### src/hdl/pbch_pkg.sv
`timescale 1ns / 1ps

package pbch_pkg;

  localparam int WORD_W      = 32;
  localparam int MSG_W       = 21;
  localparam int REM_W       = 10;
  localparam int NPOS        = 31;
  localparam int TAB_DEPTH   = 1 << REM_W;
  localparam int POS_W       = 5;
  localparam int FLIP_W      = 2;
  localparam int STATUS_W    = 2;
  localparam int IN_TDATA_W  = 56;
  localparam int OUT_TDATA_W = 40;

  // x^10 reduced by the generator 0x769
  localparam logic [REM_W-1:0] GEN_LOW = 10'h369;

  typedef logic [NPOS-1:0][REM_W-1:0] pos_tab_t;

  typedef enum logic [1:0] {
    K_NONE   = 2'd0,
    K_SINGLE = 2'd1,
    K_DOUBLE = 2'd2
  } corr_kind_t;

  typedef enum logic [STATUS_W-1:0] {
    ST_CLEAN     = 2'd0,
    ST_CORRECTED = 2'd1,
    ST_UNCORR    = 2'd2
  } status_t;

  typedef enum logic [1:0] {
    FILL_CLEAR = 2'd0,
    FILL_PAIRS = 2'd1,
    FILL_DONE  = 2'd2
  } fill_state_t;

  typedef struct packed {
    corr_kind_t       kind;
    logic [POS_W-1:0] lo;
    logic [POS_W-1:0] hi;
  } syn_entry_t;

  localparam int ENTRY_W = $bits(syn_entry_t);

  typedef struct packed {
    logic             we;
    logic [REM_W-1:0] addr;
    syn_entry_t       data;
  } tab_wr_t;

  // remainder of x^k modulo the generator, k = 0..30
  function automatic pos_tab_t gen_pos_table();
    pos_tab_t         tab;
    logic [REM_W-1:0] cur;
    cur = 10'h001;
    for (int k = 0; k < NPOS; k++) begin
      tab[k] = cur;
      cur = {cur[REM_W-2:0], 1'b0} ^ (cur[REM_W-1] ? GEN_LOW : '0);
    end
    return tab;
  endfunction

  localparam pos_tab_t POS_REM = gen_pos_table();

endpackage

### src/hdl/pbch_fill.sv
`timescale 1ns / 1ps

module pbch_fill (
  input  logic             clk,
  input  logic             rst_n,
  output pbch_pkg::tab_wr_t wr_o,
  output logic             done_o
);

  import pbch_pkg::*;

  fill_state_t      state_r, state_nxt;
  logic [REM_W-1:0] clr_cnt_r, clr_cnt_nxt;
  logic [POS_W-1:0] i_r, i_nxt;
  logic [POS_W-1:0] j_r, j_nxt;

  localparam logic [POS_W-1:0] LAST_POS = POS_W'(NPOS - 1);

  always_comb begin
    state_nxt = state_r;
    unique case (state_r)
      FILL_CLEAR: if (clr_cnt_r == REM_W'(TAB_DEPTH - 1)) state_nxt = FILL_PAIRS;
      FILL_PAIRS: if (i_r == LAST_POS && j_r == LAST_POS) state_nxt = FILL_DONE;
      FILL_DONE:  state_nxt = FILL_DONE;
      default:    state_nxt = FILL_CLEAR;
    endcase
  end

  // walk i over 0..30 and j over i..30; j equal to i marks a single-bit entry
  always_comb begin
    clr_cnt_nxt = clr_cnt_r;
    i_nxt       = i_r;
    j_nxt       = j_r;
    if (state_r == FILL_CLEAR) begin
      clr_cnt_nxt = clr_cnt_r + 1'b1;
    end else if (state_r == FILL_PAIRS) begin
      if (j_r == LAST_POS) begin
        i_nxt = i_r + 1'b1;
        j_nxt = i_r + 1'b1;
      end else begin
        j_nxt = j_r + 1'b1;
      end
    end
  end

  always_comb begin
    wr_o      = '0;
    wr_o.data = '{kind: K_NONE, lo: '0, hi: '0};
    done_o    = 1'b0;
    unique case (state_r)
      FILL_CLEAR: begin
        wr_o.we   = 1'b1;
        wr_o.addr = clr_cnt_r;
      end
      FILL_PAIRS: begin
        wr_o.we      = 1'b1;
        wr_o.data.lo = i_r;
        wr_o.data.hi = j_r;
        if (i_r == j_r) begin
          wr_o.addr      = POS_REM[i_r];
          wr_o.data.kind = K_SINGLE;
        end else begin
          wr_o.addr      = POS_REM[i_r] ^ POS_REM[j_r];
          wr_o.data.kind = K_DOUBLE;
        end
      end
      FILL_DONE: done_o = 1'b1;
      default:   done_o = 1'b0;
    endcase
  end

  always_ff @(posedge clk) begin
    if (!rst_n) begin
      state_r   <= FILL_CLEAR;
      clr_cnt_r <= '0;
      i_r       <= '0;
      j_r       <= '0;
    end else begin
      state_r   <= state_nxt;
      clr_cnt_r <= clr_cnt_nxt;
      i_r       <= i_nxt;
      j_r       <= j_nxt;
    end
  end

endmodule

### config.mk
export PLATFORM = sky130hd
export DESIGN_NAME = pbch_fill
export DESIGN_NICKNAME = d
export VERILOG_FILES = /design/src/hdl/pbch_pkg.sv /design/src/hdl/pbch_fill.sv
export SDC_FILE = /design/constraint.sdc
export NUM_CORES = 1
export LEC_CHECK = 0
export ABC_CLOCK_PERIOD_IN_PS = 4100
export BUFFER_PORTS_ARGS = -buffer_cell sky130_fd_sc_hd__buf_2
export CAP_MARGIN = 20
export CORE_MARGIN = 5
export CORE_UTILIZATION = 40
export DETAILED_ROUTE_END_ITERATION = 12
export MAX_ROUTING_LAYER = met4
export SLEW_MARGIN = 20
export SYNTH_ARGS = -nofsm -noshare
export SYNTH_HDL_FRONTEND = slang
export SYNTH_SLANG_ARGS = --single-unit
### constraint.sdc
create_clock -name clk -period 4.1 [get_ports clk]
set_input_delay 1.025 -clock clk [delete_from_list [all_inputs] [get_ports clk]]
set_output_delay 1.025 -clock clk [all_outputs]
set_load 0.005 [all_outputs]
==> summary.txt <==
Iteration-0 DRC Markers -> 390
Crit path kind -> register to primary output
Distinct cell type count after synthesis -> 63
Most used DFF post-synth -> dfxtp_1
CP startpoint kind -> register
CTS Buf Count -> 5
Clock transition at path regs -> 0.09 ns
Worst Min Path Start -> clr_cnt_r[7]
# diodes -> 0
Actual slew at the worst max-slew pin -> 0.684 ns
Post-Syn Nets -> 473
Synth Register Bits -> 42
Ys Warns -> 0
Io pins -> 26
Slowest CP cell -> dfxtp_1
Maximum vdd ir drop -> 147 µV
DRC Markers -> 0
Hold Vio Cnt, Final -> 0
Total Routing Usage GR -> 19.0%
Largest net degree at the start of global routing -> 19
Routed vias/inst -> 5.80
Syn Inst Count -> 446
Die X -> 102 µm
Final Skew -> 0.00926 ns
Avg Inst Size Synth -> 7.63 µm²
H-Tree Depth -> 2
Post-cts resize count -> 0
Clock Tree Buf Depth -> 2
Reg2Reg Launch Point -> state_r[1]
GPL Wtd Cong -> 0.924
Synth area leaders -> dfxtp_1 (25%), ha_1 (9.2%), nand2_1 (7.2%)
Post-CTS Setup Inserts -> 0
Antenna Nets Post-Route -> 0
GRT overflow -> 0
DR pass1 iterations -> 5
Vias in the first global route -> 3,095
Fin. max-slew vios -> 0
FF/Latch Area -> 841 µm²
Crit path cell chain -> xor2_1 > nor3_1 > nand3_1 > nand2_1 > xor2_1 > o21ai_0 > buf_2
CP startpoint -> j_r[2]
Share of the synthesized area in the top cell type -> 24.7%
DR WL/cell -> 16.7 µm
Status -> finished clean
Post-Syn Area -> 3400 µm²
Placeable Area -> 8260 µm²
Port bufs -> 25
Crit-path max FO -> 11
CTS tree -> built
Share of cells above drive strength 1 -> 11.6%
Tmin final -> 3.41 ns
Post-DP HPWL -> 7000 µm
Tot Pwr -> 0.828 mW
Crit path buf inv count -> 1
Fmax achieved -> 293 MHz
Slew margin rel. -> 54.4%
Static Leak -> 1.50 nW
Via count -> 3,246
Placed insts -> 552
Period utilisation layout -> 83.2%
FFs w/ async S/R, synth -> 0%
Multi-input logic area -> 2310 µm²
Worst-Skew Late Latency -> 0.29 ns
CTS root buf -> clkbuf_8
Crit path DAT -> 2.38 ns
Die Y -> 102 µm
Fillcell total -> 850
Leading area contributor after synthesis -> dfxtp_1
Die ar. -> 10,400 µm²
Max-Cap Viols -> 0
Cell mode on critical path -> xor2_1
Seq/Total Area, Yosys -> 24.7%
Clock sink count -> 42
Initial Util -> 41.2%
Max incr delay on CP -> 0.59 ns
Area Growth Syn to Fin -> 7.72%
Num rows -> 33
Final std cells w/o fill -> 560
Cell family with most CP delay -> simple AND/OR/NAND/NOR gates
R2R setup slack -> 0.73 ns
Worst path required time -> 3.07 ns
Crit end category -> primary output
Routed WL -> 9360 µm
First-pass GRT wire length -> 15,600 µm
Power per cell area -> 226 nW/µm²
Final setup vio count -> 0
Worst Hold Class -> register to register
Unrepaired setup endpoints after global routing -> no
Post-synth EDFFs -> 0
Setup TNS Final -> 0 ns
Antenna violations before repair -> 0
Post-CTS Hold Fix Bufs -> 0
Layout net count -> 481
[layout by cell type (no fill, tap or decap), types with 2 or more instances in the layout]
cell       count
nand2_1       65
dfxtp_1       42
a21oi_1       30
nor2_1        29
o21ai_0       26
ha_1          25
buf_2         25
xor2_1        20
inv_1         19
nand3_1       16
a31oi_1       13
and2_1        12
mux2i_1       12
and3_1         8
nor3_1         7
o211ai_1       6
or3_1          5
xnor2_1        5
o21a_1         5
a221oi_1       5
clkbuf_8       5
o21ai_1        4
a211oi_1       4
o22ai_1        4
o31ai_1        4
o2111ai_1      4
buf_4          4
nand4_1        3
a21o_1         3
a22oi_1        3
inv_2          2
nand2b_1       2
a41oi_1        2
o31a_1         2
a311oi_2       2
nor2b_1        2
mux2_2         2
bufinv_16      2
[synthesized netlist by cell type, types with 2 or more instances]
| library cell | count |
|---|---|
| nand2b_1 | 2 |
| a311oi_2 | 2 |
| a21oi_1 | 30 |
| a31oi_1 | 13 |
| xor2_1 | 20 |
| buf_2 | 12 |
| o2111ai_1 | 4 |
| nand4_1 | 3 |
| or3_1 | 5 |
| xnor2_1 | 5 |
| a22oi_1 | 3 |
| a221oi_1 | 5 |
| mux2i_1 | 12 |
| o31a_1 | 2 |
| inv_1 | 19 |
| inv_2 | 2 |
| o22ai_1 | 4 |
| o21a_1 | 5 |
| and3_1 | 8 |
| a41oi_1 | 2 |
| clkbuf_1 | 8 |
| and2_1 | 12 |
| mux2_2 | 2 |
| nand2_1 | 65 |
| o31ai_1 | 4 |
| nor3_1 | 7 |
| a21o_1 | 3 |
| dfxtp_1 | 42 |
| o21ai_1 | 4 |
| ha_1 | 25 |
| buf_4 | 5 |
| a211oi_1 | 4 |
| o21ai_0 | 26 |
| nand3_1 | 16 |
| nor2b_1 | 2 |
| buf_6 | 3 |
| o211ai_1 | 6 |
| nor2_1 | 29 |
[logic make-up (layout without fill, tap and decap cells)]
kind of cell,after synthesis,after routing,synth area share (%)
muxes,14,14,4.19
buffers and inverters,52,61,7.50
AOI/OAI and AO/OA,132,132,26.2
and+or+nand+nor,155,155,21.3
DFF,42,42,24.7
adders and majority gates,25,25,9.19
xor gates and xnor gates,26,26,6.91
[cell type report]
class                      instances  share of cell area (%)
timing repair buffer              29                    4.23
multi-input combinational        352                    62.9
clock inverter                     3                    1.88
sequential                        42                    22.9
tap                              105                    3.58
inverter                          24                    2.56
clock buffer                       5                    1.88
[path summary, 6_finish.rpt]
check / to / depth (start not counted)
worst max-delay path: wr_o[17] / 7
worst max register to register: register / 12
worst min-delay path: clr_cnt_r[7] / 2
worst min register to register: clr_cnt_r[7] / 2
[power by group]
part           internal [mW]  switching [mW]  total (mW)
Sequential             0.410         0.00309       0.413
Clock                  0.244           0.153       0.397
Combinational        0.00714          0.0113      0.0184
Total                  0.661           0.167       0.828
[tightest hold or removal path: cells and delay by family (launching register included)]
kind            cells  cell delay, ns
flops               1            0.34
compound gates      2            0.13
[layer usage]
metal,vias up,part of all wire [%],GRT usage [%],wire length (µm)
met4,0,0.95,4.04,89
met2,133,46,28.9,4300
met1,1509,47,26.9,4420
met3,10,5.8,2.53,545
li1,1594,-,-,-
met5,-,0,-,0
[through the flow]
stage                     hold slack, ns  area (µm²)  setup slack, ns  util [%]
after global routing               0.547        3660            0.383      44.4
after global placement             0.485        3530            0.754      42.7
final                              0.507        3660            0.691      44.4
after floorplan                    0.467        3400             1.36         -
after CTS                          0.503        3660            0.676      44.4
after detailed placement           0.493        3530            0.816      42.7
Power figures use the tool's default switching activity.
